[config.mk]
export PLATFORM = sky130hd
export DESIGN_NAME = aar_front
export DESIGN_NICKNAME = d
export VERILOG_FILES = /design/src/hdl/aar_pkg.sv /design/src/hdl/aar_front.sv
export SDC_FILE = /design/constraint.sdc
export NUM_CORES = 2
export LEC_CHECK = 0
export ABC_AREA = 1
export CAP_MARGIN = 30
export CORE_ASPECT_RATIO = 1.1
export CORE_UTILIZATION = 30
export DETAILED_ROUTE_END_ITERATION = 7
export DONT_BUFFER_PORTS = 1
export GPL_TIMING_DRIVEN = 0
export PLACE_DENSITY = 0.52
export SYNTH_ARGS = -nofsm -noshare
export SYNTH_HDL_FRONTEND = slang
export SYNTH_SLANG_ARGS = --single-unit
[constraint.sdc]
create_clock -name clk -period 9.8 [get_ports clk]
set_clock_uncertainty 0.15 [all_clocks]
set_input_delay 1.96 -clock clk [delete_from_list [all_inputs] [get_ports clk]]
set_output_delay 1.96 -clock clk [all_outputs]
set_load 0.005 [all_outputs]
[src/hdl/aar_pkg.sv]
package aar_pkg;

	localparam int FRAC_BITS = 14;

	localparam int DIR_W  = 16;
	localparam int SQ_W   = 2 * DIR_W - 1;
	localparam int S_W    = 2 * DIR_W;
	localparam int KM_W   = (FRAC_BITS + 2 > 18) ? FRAC_BITS + 2 : 18;
	localparam int KMAG_W = KM_W - 1;
	localparam int QB     = KMAG_W + 1;
	localparam int PROD_W = SQ_W + KMAG_W;
	localparam int DW     = S_W + QB;
	localparam int ENT_W  = KM_W + 2;
	localparam int R_W    = 18;
	localparam int NLANE  = 3;
	localparam int FIFO_DEPTH = 4;
	localparam int FIFO_AW    = 2;

	localparam logic signed [KM_W-1:0]  ONE_K = KM_W'(1) << FRAC_BITS;
	localparam logic signed [ENT_W-1:0] ONE_E = ENT_W'(1) << FRAC_BITS;
	localparam logic signed [ENT_W-1:0] R_MAX = (ENT_W'(1) << (R_W - 1)) - ENT_W'(1);
	localparam logic signed [ENT_W-1:0] R_MIN = -(ENT_W'(1) << (R_W - 1));

	// target sequence: bit 0 picks the Y axis, bit 1 the negative direction
	localparam logic [1:0] TGT_POS_X = 2'd0;
	localparam logic [1:0] TGT_LAST  = 2'd3;

	typedef struct packed {
		logic signed [DIR_W-1:0] ax;
		logic signed [DIR_W-1:0] ay;
		logic signed [DIR_W-1:0] az;
		logic [SQ_W-1:0]         sq_x;
		logic [SQ_W-1:0]         sq_y;
		logic [SQ_W-1:0]         sq_z;
		logic [SQ_W-1:0]         pxz_mag;
		logic [SQ_W-1:0]         pyz_mag;
		logic                    pxz_neg;
		logic                    pyz_neg;
		logic [S_W-1:0]          sx;
		logic [S_W-1:0]          sy;
	} aar_item_t;

	function automatic logic signed [R_W-1:0] sat_r(input logic signed [ENT_W-1:0] x);
		logic signed [ENT_W-1:0] y;
		y = x;
		if (x > R_MAX) y = R_MAX;
		if (x < R_MIN) y = R_MIN;
		return y[R_W-1:0];
	endfunction

endpackage

[src/hdl/aar_front.sv]
module aar_front (
	input  logic                          clk,
	input  logic                          arst_n,
	input  logic                          in_valid,
	output logic                          in_ready,
	input  logic signed [aar_pkg::DIR_W-1:0] dir_x,
	input  logic signed [aar_pkg::DIR_W-1:0] dir_y,
	input  logic signed [aar_pkg::DIR_W-1:0] dir_z,
	input  logic                          full,
	output logic                          push,
	output aar_pkg::aar_item_t            item
);

	logic                             valid_s1;
	logic signed [aar_pkg::DIR_W-1:0] ax_s1, ay_s1, az_s1;
	logic signed [aar_pkg::S_W-1:0]   pxx, pyy, pzz, pxz, pyz;

	assign push     = valid_s1 && !full;
	assign in_ready = !valid_s1 || !full;

	always_ff @(posedge clk or negedge arst_n) begin
		if (!arst_n) begin
			valid_s1 <= 1'b0;
		end else if (in_ready) begin
			valid_s1 <= in_valid;
		end
	end

	always_ff @(posedge clk) begin
		if (in_ready && in_valid) begin
			ax_s1 <= dir_x;
			ay_s1 <= dir_y;
			az_s1 <= dir_z;
		end
	end

	always_comb begin
		pxx = ax_s1 * ax_s1;
		pyy = ay_s1 * ay_s1;
		pzz = az_s1 * az_s1;
		pxz = ax_s1 * az_s1;
		pyz = ay_s1 * az_s1;
		item.ax      = ax_s1;
		item.ay      = ay_s1;
		item.az      = az_s1;
		item.sq_x    = pxx[aar_pkg::SQ_W-1:0];
		item.sq_y    = pyy[aar_pkg::SQ_W-1:0];
		item.sq_z    = pzz[aar_pkg::SQ_W-1:0];
		item.pxz_neg = pxz[aar_pkg::S_W-1];
		item.pyz_neg = pyz[aar_pkg::S_W-1];
		item.pxz_mag = pxz[aar_pkg::S_W-1] ? aar_pkg::SQ_W'(-pxz) : pxz[aar_pkg::SQ_W-1:0];
		item.pyz_mag = pyz[aar_pkg::S_W-1] ? aar_pkg::SQ_W'(-pyz) : pyz[aar_pkg::SQ_W-1:0];
		item.sx      = aar_pkg::S_W'(pyy[aar_pkg::SQ_W-1:0]) + aar_pkg::S_W'(pzz[aar_pkg::SQ_W-1:0]);
		item.sy      = aar_pkg::S_W'(pxx[aar_pkg::SQ_W-1:0]) + aar_pkg::S_W'(pzz[aar_pkg::SQ_W-1:0]);
	end

endmodule

# After elaboration in Yosys (flattened, before gate mapping)
# Index checks and enable logic that the tools add are counted.
# op_classes
addsub	4
multipliers	5
div	0
order_cmp	0
eq_ne	0
shifts	0
muxes	2
n_bitwise	0
n_reduce_logical	5
# ops
cell	count
$mul A16 B16 Y31	3
$add A31 B31 Y32	2
$mul A16 B16 Y32	2
$mux W31	2
$neg A31 Y31	2
$logic_and A1 B1 Y1	2
$logic_not A1 Y1	2
$logic_or A1 B1 Y1	1
# word_totals
register_bits	49
latch_bits	0
ram_bits	0
romBits	0
input_bits	52
output_inout_bits	271
wordCells	20
memories	0

# Logic depth before layout (Yosys ltp)
# depth
ltp_word	3
mapped_depth	41
depth_no_buf	40

# Least setup slack after synthesis
# No wires, ideal clock.
# synth_path
kind	reg-to-output
start	reg az_s1[11] in the netlist's numbering
end	out item[30] in the netlist's numbering
arrival_ns	7.167
t_required_ns	7.690
slack_ns	0.523
stages_incl_launch_ff	38
n_path_buf	2
cell_sequence	edfxtp_1 clkbuf_1 clkbuf_1 nand2_1 fa_1 fa_1 fa_1 inv_1 fa_1 fa_1 inv_1 fa_1 inv_1 ha_1 nand2_1 inv_1 a21oi_1 nand2_1 [... 2 more ...] a21oi_1 nor2_1 nor2_1 xnor2_1 ha_1 nand2_1 nor2_1 nor3b_1 nand4_1 nand3_1 nand2_1 nand2_1 nand4_1 nand3_1 nand2_1 nand2_1 nand2_1 nand2_1
# synth_lines
item	line_no	rtl
from (decl)	aar_front.sv:15	logic signed [aar_pkg::DIR_W-1:0] ax_s1, ay_s1, az_s1;
from (signal assigned)	aar_front.sv:33	az_s1 <= dir_z;
to (decl)	aar_front.sv:11	output aar_pkg::aar_item_t item

==> flow_summary.toml <==
[grt]
grt_overflow_total = 0
grt_max_degree = 18
grtUsageTotal_pct = 21.8
grt_pass1_wl_mm = 310
antenna_found_initial = 5
grt_pass1_vias = 51136

[setup_path]
r2r-start = "valid_s1"
rr_endpoint = "ay_s1[13]"
reg2reg_depth = 3
crit_path_start_kind = "flip-flop"
rrSetupSlack_ns = 8.23
cp.arrival_ns = 8.32
required_ns = 7.69
setup.worst_path.start = "az_s1[12]"
path_depth = 36
slowest_stage = "edfxtp_1"
path_delay_family = "adder cells"
crit_path_end_kind = "output port"
crit_type = "reg -> out"
crit_fanout = 10
crit_path_end = "item[28]"
cp_num_buf_inv = 8
cpPeakStageDelay_ns = 0.93

[die]
initial_utilization_pct = 30.2
coreArea_sq_um = 186000
die_x_um = 415
die_y_um = 456
num_rows = 166
die_area_sq_um = 189000
io_pins = 323

[final_layout]
area_delta_synth_final_pct = 16.2
layout_common_cells = "2234 x inv_1, 1772 x nand2_1, 1188 x fa_1, 404 x ha_1, 261 x nor2_1"
regArea_sq_um = 1470
drive_gt1_share_pct = 12.6
fillers = 19663
nNetsFinal = 9435
fin_util_pct = 35.1
multi_input_area_sq_um = 48900
mostFrequentLayoutCell = "inv_1"

[synth]
synthDominantCellAreaShare_pct = 43.0
yosysTopAreaCell = "fa_1"
postSynthAreaPerCell_sq_um = 7.48
synth_area_sq_um = 56200
synth_ff_type = "edfxtp_1"
synth-xor-area-share_pct = 3.62
async_flop_share_pct = 2.04
synth_edf_count = 48
synth_top_family_by_area = "adder cells"
synth_simple_gate_area_share_pct = 19.1
synth_fa_ha_area_share_pct = 53.9
yosysWarnings = 0
synth_compound_area_share_pct = 4.05
synth.distinct_cells = 49
synth.area.top_cells = "fa_1 43%, inv_1 15%, nand2_1 13%"
synth.area.mux_share_pct = 0
synthCells = 7508
yosysSeqAreaShare_pct = 2.61
ys_ff_latch = 49

[placement]
dp_hpwl_mm = 177
placement.io_buffers = 0
pre_cts_ws_ns = -2.42
gp_congestion = 0.934

[timing]
hold_viol = 0
setup_viol = 57
tightest_slew_ns = 1.13
holdWs_ns = 0.445
finalCritPeriodShare_pct = 106
timing.final.crit_period_ns = 10.43
fmax_mhz = 95.9
fin_ws_ns = -0.626
rsz0062_at_grt = "true"
tns_ns = -12.69
worst_slew_margin_rel_pct = 24.8
slew_viol_final = 0

[detailed_routing]
drc = 0
wl_per_cell_um = 20.5
antenna_left = 0
drt_wl_total_mm = 208
vias_per_cell = 4.81
dr.pass1.iters = 6
drt_iter0_drc = 3458
num_vias = 48737

[cts]
clock-sinks = 49
clkTransAtPathRegs_ns = 0.11
htreeDepth = 2
cts_tree = "done"
clkLatencyLatePin_ns = 0.37
holdBufCountCts = 0
cts-root-buf = "clkbuf_16"
cts_buffers = 5
clk_path_buf_depth = 2

[flow_run]
drv_cap = 0

[min_path]
min_path_type = "reg -> reg"

[status]
status = "finished with violations"
violations = "negative setup slack"
## Yosys cell counts (2+ instances only)
cell type and count:
o21a_1 3, nand2_1 1905, xor2_2 2, nor4_1 6, xnor2_1 80, o311ai_0 2
nand3b_1 17, xnor2_2 5, nor2_2 9, fa_1 1206, nor3b_1 3, clkbuf_1 144
nand2_2 3, nand4_1 117, nor3_1 26, nand3_1 199, buf_1 45, a31oi_1 11
a31o_2 7, buf_6 2, nor2_1 339, buf_4 9, or2_2 8, o21bai_1 32
ha_1 492, a21oi_1 202, a21oi_2 2, edfxtp_1 48, nand3_2 4, a21boi_0 2
xor2_1 136, o21ai_1 7, nor3_2 4, inv_1 2270, buf_2 8, a21oi_4 2
and2_1 6, o211ai_1 5, o21ai_0 117, a21o_1 14
## cell type report
type,instances,area share (%)
multi-input cells,4982,74.9
inverters,2271,13.1
well taps,2436,4.67
repair buffers,168,2.45
plain buffers,208,2.39
flip-flops and latches,49,2.25
clock buffers,5,0.192
clock inverters,3,0.0671
diodes,3,0.0115
## through the flow
step	cell area [sq um]	std cells
CTS	62400	10040
global route	65300	10122
finish	65300	10125
global placement	59200	9946
floorplan	56200	7510
detailed placement	59600	9965
## sequential cells by signal (all words and copies together), names as in the netlist
name / count
ax_s1: 16
ay_s1: 16
az_s1: 16
valid_s1: 1
## worst min path at each step
stage          slack [ns]  cells past startpoint        to      from
6_report             0.45                      2  valid_s1  valid_s1
5_1_grt              0.49                      2  valid_s1  valid_s1
4_1_cts              0.45                      2  valid_s1  valid_s1
3_5_place_dp         0.44                      2  valid_s1  valid_s1
3_3_place_gp         0.37                      2  valid_s1  valid_s1
2_1_floorplan        0.35                      2  valid_s1  valid_s1
## routing by layer
layer	routed length, um	up-vias	GRT usage [%]	part of all wire (%)
li1	-	22010	-	-
met4	10600	0	9.11	5.1
met3	13700	410	3.03	6.6
met2	103000	1781	38.5	50
met5	0	-	0	0
met1	79800	24536	26.5	38
## worst reg2reg max path, delay by kind of cell, from the launching register on
kind	cells	cell delay, ns
buffers and inverters	2	0.43
DFF	1	0.41
AOI/OAI and AO/OA	1	0.29
## cell families after synthesis
group	Yosys count
xor+xnor	224
fa+ha+maj	1698
buf+inv	2479
compound gates	409
simple gates	2648
other cells	1
flops	49
## what timing repair did
item | 4_1_cts | 5_1_grt
setup endpoints to repair | 149 | 103
buffers inserted | 70 | 80
pin swaps | 83 | 177
cloned | 0 | 2
gates resized for setup | 585 | 650
Power is not shown: default switching activity piles up to over one toggle a cycle in this logic, so the estimate is an artifact.
