<file path="config.mk">
export PLATFORM = sky130hd
export DESIGN_NAME = aar_fifo
export DESIGN_NICKNAME = d
export VERILOG_FILES = /design/src/hdl/aar_pkg.sv /design/src/hdl/aar_fifo.sv
export SDC_FILE = /design/constraint.sdc
export NUM_CORES = 1
export LEC_CHECK = 0
export ABC_AREA = 1
export BUFFER_PORTS_ARGS = -buffer_cell sky130_fd_sc_hd__buf_4
export CORE_MARGIN = 2
export CORE_UTILIZATION = 52
export CTS_CLUSTER_DIAMETER = 50
export DETAILED_ROUTE_END_ITERATION = 8
export PLACE_DENSITY_LB_ADDON = 0.12
export SLEW_MARGIN = 15
export SYNTH_ARGS = -nofsm -noshare
export SYNTH_HDL_FRONTEND = slang
export SYNTH_SLANG_ARGS = --single-unit
</file>
<file path="constraint.sdc">
create_clock -name clk -period 12.3 [get_ports clk]
set_input_delay 3.69 -clock clk [delete_from_list [all_inputs] [get_ports clk]]
set_output_delay 3.69 -clock clk [all_outputs]
set_load 0.005 [all_outputs]
</file>
<file path="src/hdl/aar_pkg.sv">
package aar_pkg;

	localparam int FRAC_BITS = 14;

	localparam int DIR_W  = 16;
	localparam int SQ_W   = 2 * DIR_W - 1;
	localparam int S_W    = 2 * DIR_W;
	localparam int KM_W   = (FRAC_BITS + 2 > 18) ? FRAC_BITS + 2 : 18;
	localparam int KMAG_W = KM_W - 1;
	localparam int QB     = KMAG_W + 1;
	localparam int PROD_W = SQ_W + KMAG_W;
	localparam int DW     = S_W + QB;
	localparam int ENT_W  = KM_W + 2;
	localparam int R_W    = 18;
	localparam int NLANE  = 3;
	localparam int FIFO_DEPTH = 4;
	localparam int FIFO_AW    = 2;

	localparam logic signed [KM_W-1:0]  ONE_K = KM_W'(1) << FRAC_BITS;
	localparam logic signed [ENT_W-1:0] ONE_E = ENT_W'(1) << FRAC_BITS;
	localparam logic signed [ENT_W-1:0] R_MAX = (ENT_W'(1) << (R_W - 1)) - ENT_W'(1);
	localparam logic signed [ENT_W-1:0] R_MIN = -(ENT_W'(1) << (R_W - 1));

	// target sequence: bit 0 picks the Y axis, bit 1 the negative direction
	localparam logic [1:0] TGT_POS_X = 2'd0;
	localparam logic [1:0] TGT_LAST  = 2'd3;

	typedef struct packed {
		logic signed [DIR_W-1:0] ax;
		logic signed [DIR_W-1:0] ay;
		logic signed [DIR_W-1:0] az;
		logic [SQ_W-1:0]         sq_x;
		logic [SQ_W-1:0]         sq_y;
		logic [SQ_W-1:0]         sq_z;
		logic [SQ_W-1:0]         pxz_mag;
		logic [SQ_W-1:0]         pyz_mag;
		logic                    pxz_neg;
		logic                    pyz_neg;
		logic [S_W-1:0]          sx;
		logic [S_W-1:0]          sy;
	} aar_item_t;

	function automatic logic signed [R_W-1:0] sat_r(input logic signed [ENT_W-1:0] x);
		logic signed [ENT_W-1:0] y;
		y = x;
		if (x > R_MAX) y = R_MAX;
		if (x < R_MIN) y = R_MIN;
		return y[R_W-1:0];
	endfunction

endpackage

</file>
<file path="src/hdl/aar_fifo.sv">
module aar_fifo (
	input  logic               clk,
	input  logic               arst_n,
	input  logic               push,
	input  aar_pkg::aar_item_t wr_item,
	output logic               full,
	input  logic               pop,
	output logic               empty,
	output aar_pkg::aar_item_t rd_item
);

	aar_pkg::aar_item_t           mem_q [aar_pkg::FIFO_DEPTH];
	logic [aar_pkg::FIFO_AW-1:0]  wr_ptr_q, rd_ptr_q;
	logic [aar_pkg::FIFO_AW:0]    count_q;
	logic                         do_push, do_pop;

	assign full    = (count_q == (aar_pkg::FIFO_AW+1)'(aar_pkg::FIFO_DEPTH));
	assign empty   = (count_q == '0);
	assign do_push = push && !full;
	assign do_pop  = pop && !empty;
	assign rd_item = mem_q[rd_ptr_q];

	always_ff @(posedge clk or negedge arst_n) begin
		if (!arst_n) begin
			wr_ptr_q <= '0;
			rd_ptr_q <= '0;
			count_q  <= '0;
		end else begin
			if (do_push) wr_ptr_q <= wr_ptr_q + 1'b1;
			if (do_pop) rd_ptr_q <= rd_ptr_q + 1'b1;
			if (do_push && !do_pop) count_q <= count_q + 1'b1;
			else if (do_pop && !do_push) count_q <= count_q - 1'b1;
		end
	end

	always_ff @(posedge clk) begin
		if (do_push) mem_q[wr_ptr_q] <= wr_item;
	end

endmodule

</file>
# After elaboration in Yosys (flattened, before gate mapping)
# Memory sizes are Yosys's and may differ from the RTL's.
# Index checks and enable logic that the tools add are counted.
# Widths: inputs -> output; s select.
[totals] output_inout_bits=271 in_bits=273 elab_cells=23 n_memories=1 romBits=0 ram_bits=1076 regBits=7 latch_bits=0
[classes] n_mux=4 add_sub_neg=4 shifts=0 n_bitwise=0 multipliers=0 div=0 n_lt_le_gt_ge=0 n_eq_ne=1 reduce_logical=10
[mem_list] name="mem_q" depth=4 word_bits=269 rd=1 rd_clocked_by_memory_dff=0 wr=1 line_no="aar_fifo.sv:12" rtl="aar_pkg::aar_item_t mem_q [aar_pkg::FIFO_DEPTH];"
[op_table] cell="$mux 3" count=2
[op_table] cell="$add 2x1->2 const B" count=2
[op_table] cell="$logic_and 1x1->1" count=4
[op_table] cell="$logic_not 1->1" count=4
[op_table] cell="$add 3x1->3 const B" count=1
[op_table] cell="$eq 3x3->1 const B" count=1
[op_table] cell="$logic_not 3->1" count=1
[op_table] cell="$sub 3x1->3 const B" count=1
[op_table] cell="$mux 1" count=2
[op_table] cell="$reduce_bool 2->1" count=1

# Longest topological paths before layout
# Gate-level depths: netlist (run 1).
[logic_depth] ltp_word=7 ltp_mapped=12 mapped_depth_nobuf=12

# Worst setup path before layout (run 1)
# OpenSTA, ideal clock, no wires.
[synth_path] path_type="input port to flip-flop" start="input push" end="memory mem_q[0][0] in the netlist's numbering, enable pin" n_path_buf=0 arrival_time_ns=14.972 path_stages=2 t_required_ns=11.395 slack_ns=-3.577 setup_ns=0.905 cell_sequence="nand2_1 > nor2_1"
[synth_between] elab_chain_cells=3
[synth_lines] element="from (decl)" line_no="aar_fifo.sv:4" rtl="input logic push,"
[synth_lines] element="$logic_and 1x1->1" line_no="aar_fifo.sv:19" rtl="assign do_push = push && !full;"
[synth_lines] element="$mux 1" line_no="aar_fifo.sv:37" rtl="if (do_push) mem_q[wr_ptr_q] <= wr_item;"
[synth_lines] element="$mux 1 (implied by the code)" line_no="aar_fifo.sv:37"
[synth_lines] element="to (decl)" line_no="aar_fifo.sv:12"
# No other way between the ends.

==> out/metrics.csv, run 1 <==
metric,value,unit
fillers,6044,
gp_congestion,0.7623,
cts.htree.levels,3,
power,12.70,mW
period_share,63.65,%
synthCells,3199,
worstPathRequired,8.61,ns
gr-total-overflow,0,
worstSetupPathType,flip-flop to primary output,
drive_above_1_share,19.61,%
r2r_cells,6,
die-area,84430,um2
period_minus_slack,7.829,ns
r2r_slack,8.66,ns
path_clk_slew,0.06,ns
synth_top_flop_cell,edfxtp_1,
dp_slack,5.209,ns
start_util,52.26,%
place_area,47580,um2
via_count,25450,
cts_setup_buffers,0,
postSynth.asyncResetShare,0.6464,%
startpoint,rd_ptr_q[0],
synth_edf_count,1076,
first_iter_violations,1559,
cap_viol_max_count,0,
ant_nets,0,
final_nets,3984,
ys_ff_latch,1083,
setup_viol,0,
core-area,81720,um2
power_leakage,20.62,nW
areaGrowthSynthToFinish,20.95,%
grt_start_max_net_pins,274,
worst_slew_pin_slew,1.451,ns
crit_path_end_kind,primary output,
tritoncts,built,
drcViolationCount,0,
ys_types,18,
hp-class,flip-flop to flip-flop,
regToRegEndpoint,mem_q[0][69],
fin_worst_skew,0.02911,ns
crit_end,rd_item[126],
final_cell_area,51650,um2
r2r_start,count_q[0],
powerDensity,246.0,nW/um2
slew_headroom,3.263,%
hold_viol,0,
setup_tns,0,ns
rsz0062_at_grt,no,
wl,93.87,mm
hold_buffers,0,
std_cell_rows,105,
antenna_found_initial,31,
cts_made_buffers,116,
syn_nets,3478,
cts_buffer_depth,3,
die_width,290.6,um
cts_sinks,1083,
hpwl,54.89,mm
crit_path_max_fanout,170,
die_y,290.6,um
grt_pass1_wl,141.5,mm
start_kind,flip-flop,
numPortBuffers,543,
first_pass_iters,5,
drv_slew,0,
cp_data_arrival_time,4.14,ns
synth-warning-count,0,
syn_area,42700,um2
timing.final.ws_setup,4.471,ns
clock.fmax,0.1277,GHz
min_delay_path_depth,2,
status,"finished, final reports clean",
synth_seq_area_share,76.08,%
wl_per_cell,19.19,um
gr-usage-all-layers,21.82,%
via_per_inst,5.203,
post_cts_resized,0,
cts_root_buffer,clkbuf_16,
clkLatencyLatePin,0.69,ns
vdd_ir_drop_max,0.2099,mV
io_pins,544,
syn_area_per_cell,13.35,um2
grt_pass1_vias,24700,
## state kept, by name, summed over array words and instances, names as in the netlist
signal / flops
count_q: 3
wr_ptr_q: 2
mem_q: 1076
rd_ptr_q: 2
## Yosys cell counts (2+ instances only)
cell type / instances / share of area, %
buf_1: 6 / 0.053
buf_2: 96 / 1.1
buf_4: 3 / 0.053
buf_6: 6 / 0.16
clkbuf_1: 67 / 0.59
dfrtp_1: 7 / 0.41
edfxtp_1: 1076 / 76
ha_1: 5 / 0.15
inv_1: 553 / 4.9
inv_2: 2 / 0.018
nand2_1: 825 / 7.3
nand3_1: 7 / 0.082
nor2_1: 4 / 0.035
o211ai_1: 538 / 9.5
## worst max-delay path: stages (launching register included)
cell	delay (ns)
dfrtp_1	0.45
inv_8	0.64
buf_4	0.73
buf_4	0.90
nand2_1	0.13
o211ai_1	0.15
nand2_1	0.13
buf_4	0.15
## worst min path at each step
stage | to | slack, ns | start
floorplan | count_q[2] | 0.46 | count_q[2]
global placement | count_q[2] | 0.48 | count_q[2]
detailed placement | count_q[2] | 0.49 | count_q[2]
CTS | count_q[2] | 0.50 | count_q[2]
global route | count_q[2] | 0.54 | count_q[2]
finish | count_q[2] | 0.51 | count_q[2]
## where the power goes
part / switching, mW / internal (mW) / total (mW)
clock network: 1.41 / 2.17 / 3.58
registers: 0.186 / 4.86 / 5.04
logic: 2.53 / 1.55 / 4.08
total: 4.12 / 8.58 / 12.7
## final cells by class
type | instances | area (um2) | share of cell area [%]
tap | 1070 | 1339 | 2.592
clock inverter | 81 | 983.4 | 1.904
sequential | 1083 | 32490 | 62.90
inverter | 555 | 2098 | 4.062
antenna | 17 | 42.54 | 0.08236
multi-input combinational | 1383 | 7318 | 14.17
timing repair buffer | 566 | 4337 | 8.396
clock buffer | 136 | 3042 | 5.889
## layout by cell type (no fill, tap or decap), types with 7 or more instances in the layout
master	n
nand2_1	825
inv_1	553
clkbuf_16	119
buf_4	559
nand3_1	7
buf_12	7
clkinvlp_4	8
clkinv_2	14
clkinv_1	27
edfxtp_1	1076
bufinv_16	19
clkbuf_1	17
diode_2	17
o211ai_1	538
## cell families (layout without fill, tap and decap cells)
kind of cell,Yosys count,count (layout),synth area share [%]
DFF,1083,1083,76.08
and+or+nand+nor,837,837,7.384
buffers and inverters,733,1338,6.856
AOI/OAI and AO/OA,539,539,9.470
adders and majority gates,6,6,0.1934
xor gates and xnor gates,1,1,0.02051
other,0,17,0
## through the flow
stage / cells / hold slack [ns] / utilization, %
floorplan: 3199 / 0.4628 / -
global placement: 4657 / 0.4822 / 58.23
detailed placement: 4657 / 0.4927 / 58.23
CTS: 4874 / 0.5044 / 63.15
global route: 4889 / 0.5444 / 63.20
finish: 4891 / 0.5096 / 63.21
## metal layers
metal,part of all wire [%],GRT usage [%],wire length [um],vias up
li1,-,-,-,12280
met1,39,26.97,36750,12280
met2,49,35.67,46040,668
met3,8.3,7.005,7753,196
met4,3.4,8.973,3155,28
met5,0.19,0,176,-
Note: power is estimated with default switching activity, not from simulation.
==> run 2, diff against run 1 <==
CORE_UTILIZATION = 58   (was 52)
clock period = 7.8 ns   (was 12.3 ns; I/O delays follow)
==> run 2 against run 1 <==
Compared with the run above: final area down 1.2%; combinational power grew 61%; sequential power rose by 57%; critical endpoint is now rd_item[75]; largest cell class unchanged; critical path depth fell by 2; largest power group unchanged.
==> out/metrics.csv, run 2 (synthesis results as in run 1) <==
metric,value,unit,change
gr-total-overflow,0,,unchanged
first_iter_violations,2059,,+32%
crit_end,rd_item[75],,
r2r_start,count_q[0],,
fin_hold_ws,0.5345,ns,+0.02487 ns
wl_per_cell,20.39,um,+6.3%
multiInputGateArea,7318,um2,unchanged
period_minus_slack,5.769,ns,
cts.htree.levels,3,,unchanged
top_regs,"mem_q (1076), count_q (3)",,
gr-usage-all-layers,25.29,%,+3.5 points
cp_slowest_cell,buf_4,,
worstPathRequired,5.46,ns,-3.15 ns
max_stage_delay,0.79,ns,-0.11 ns
core-area,72960,um2,-11%
setup_viol,0,,unchanged
powerDensity,381.5,nW/um2,+55%
fillers,4902,,-19%
power,19.47,mW,+53%
final_nets,3983,,-0.025%
tritoncts,built,,
worst_slew_pin_slew,1.135,ns,-0.3157 ns
final_common_cell,edfxtp_1,,
via_count,26040,,+2.3%
std_cell_rows,99,,-5.7%
grt_pass1_vias,25350,,+2.6%
drcViolationCount,0,,unchanged
clkLatencyLatePin,0.65,ns,-0.04 ns
cap_viol_max_count,0,,unchanged
power_leakage,20.43,nW,-0.92%
crit_path_end_kind,primary output,,
cts_root_buffer,clkbuf_16,,
start_kind,flip-flop,,
regMostFlops,mem_q,,
crit_path_max_fanout,183,,+7.6%
cp_data_arrival_time,3.43,ns,-0.71 ns
numPortBuffers,543,,unchanged
hpwl,59.72,mm,+8.8%
hold_viol,0,,unchanged
top_layer,met5,,
hold_start,count_q[2],,
drive_above_1_share,19.44,%,-0.17 points
cts_made_buffers,111,,-4.3%
cts_sinks,1083,,unchanged
hp-class,flip-flop to flip-flop,,
io_pins,544,,unchanged
startpoint,rd_ptr_q[1],,
cts_setup_buffers,0,,unchanged
first_pass_iters,6,,+1
period_share,73.96,%,
crit_buf_inv,3,,-1
final_cells,4766,,-2.6%
largest_reg_flops,1076,,unchanged
ant_nets,0,,unchanged
cts_buffer_depth,3,,unchanged
hold_buffers,0,,unchanged
final_cell_mix,"edfxtp_1, nand2_1, buf_4",,
met2_length,49.18,mm,+6.8%
start_util,58.53,%,+6.3 points
grt_pass1_wl,143.7,mm,+1.6%
areaGrowthSynthToFinish,19.53,%,
regToRegEndpoint,mem_q[1][129],,
utilization,69.96,%,+6.8 points
worstSetupPathType,flip-flop to primary output,,
r2r_slack,4.83,ns,-3.83 ns
seq_area,32490,um2,unchanged
via_per_inst,5.464,,+5.0%
cp_common_cell,buf_4,,
worstPathCellList,buf_12 > buf_4 > o211ai_1 > nand2_1 > buf_4,,
vdd_ir_drop_max,0.3749,mV,+79%
post_cts_resized,0,,unchanged
antenna_found_initial,18,,-42%
die-area,75810,um2,-10%
grt_start_max_net_pins,205,,-25%
die_width,275.3,um,-5.2%
die_y,275.3,um,-5.2%
drt-met1-wl,35.42,mm,-3.6%
wl,97.20,mm,+3.5%
dp_cells,4550,,-2.3%
rsz0062_at_grt,no,,
critical_path_cell_count,5,,-2
r2r_cells,6,,unchanged
slew_headroom,24.31,%,+21 points
drv_slew,0,,unchanged
clock.fmax,0.1733,GHz,
critPathTopFamily,buffers and inverters,,
met3_length,7.589,mm,-2.1%
gp_congestion,0.8758,,+15%
status,"finished, final reports clean",,
path_clk_slew,0.06,ns,about the same
fin_worst_skew,0.01713,ns,-0.01198 ns
-- run 2: area by class of cell --
cell class / count / share of cell area [%]
Sequential cell: 1083 / 63.66
Multi-Input combinational cell: 1383 / 14.34
Timing Repair Buffer: 570 / 8.678
Clock buffer: 130 / 5.665
Inverter: 555 / 4.111
Tap cell: 959 / 2.351
Clock inverter: 70 / 1.123
Antenna cell: 16 / 0.07844
-- run 2: how the worst min path moves through the flow --
| stage | slack [ns] | cells past startpoint | endpoint |
|---|---|---|---|
| after floorplan | 0.46 | 2 | count_q[2] |
| after global placement | 0.48 | 2 | count_q[2] |
| after detailed placement | 0.51 | 2 | count_q[2] |
| after CTS | 0.53 | 2 | count_q[2] |
| after global routing | 0.56 | 2 | wr_ptr_q[0] |
| final | 0.53 | 2 | count_q[2] |
-- run 2: metal layers --
layer  GRT usage (%)  up-vias
met2           43.05      905
met1           30.04    12610
met3           5.794      246
met5               0        -
li1                -    12270
met4           13.70       10
-- run 2: power by group --
group          internal, mW  switching (mW)  leakage, nW
Combinational          2.46            4.12         8.78
Sequential             7.65           0.247         9.94
Clock                  2.88            2.12         1.70
Total                  13.0            6.48         20.4
-- run 2: worst min-delay path, cell delays in order (launching register included) --
cell and delay, ns:
dfrtp_1 0.38, nand2_1 0.07, nand2_1 0.06
-- run 2: stage by stage --
step	instance area, um2	TNS, ns	setup WS [ns]
2_1_floorplan	42710	-2377.11	-2.209
3_3_place_gp	47540	0	2.929
3_5_place_dp	47540	0	2.845
4_1_cts	51000	0	2.135
5_1_grt	51030	0	1.901
6_report	51040	0	2.031
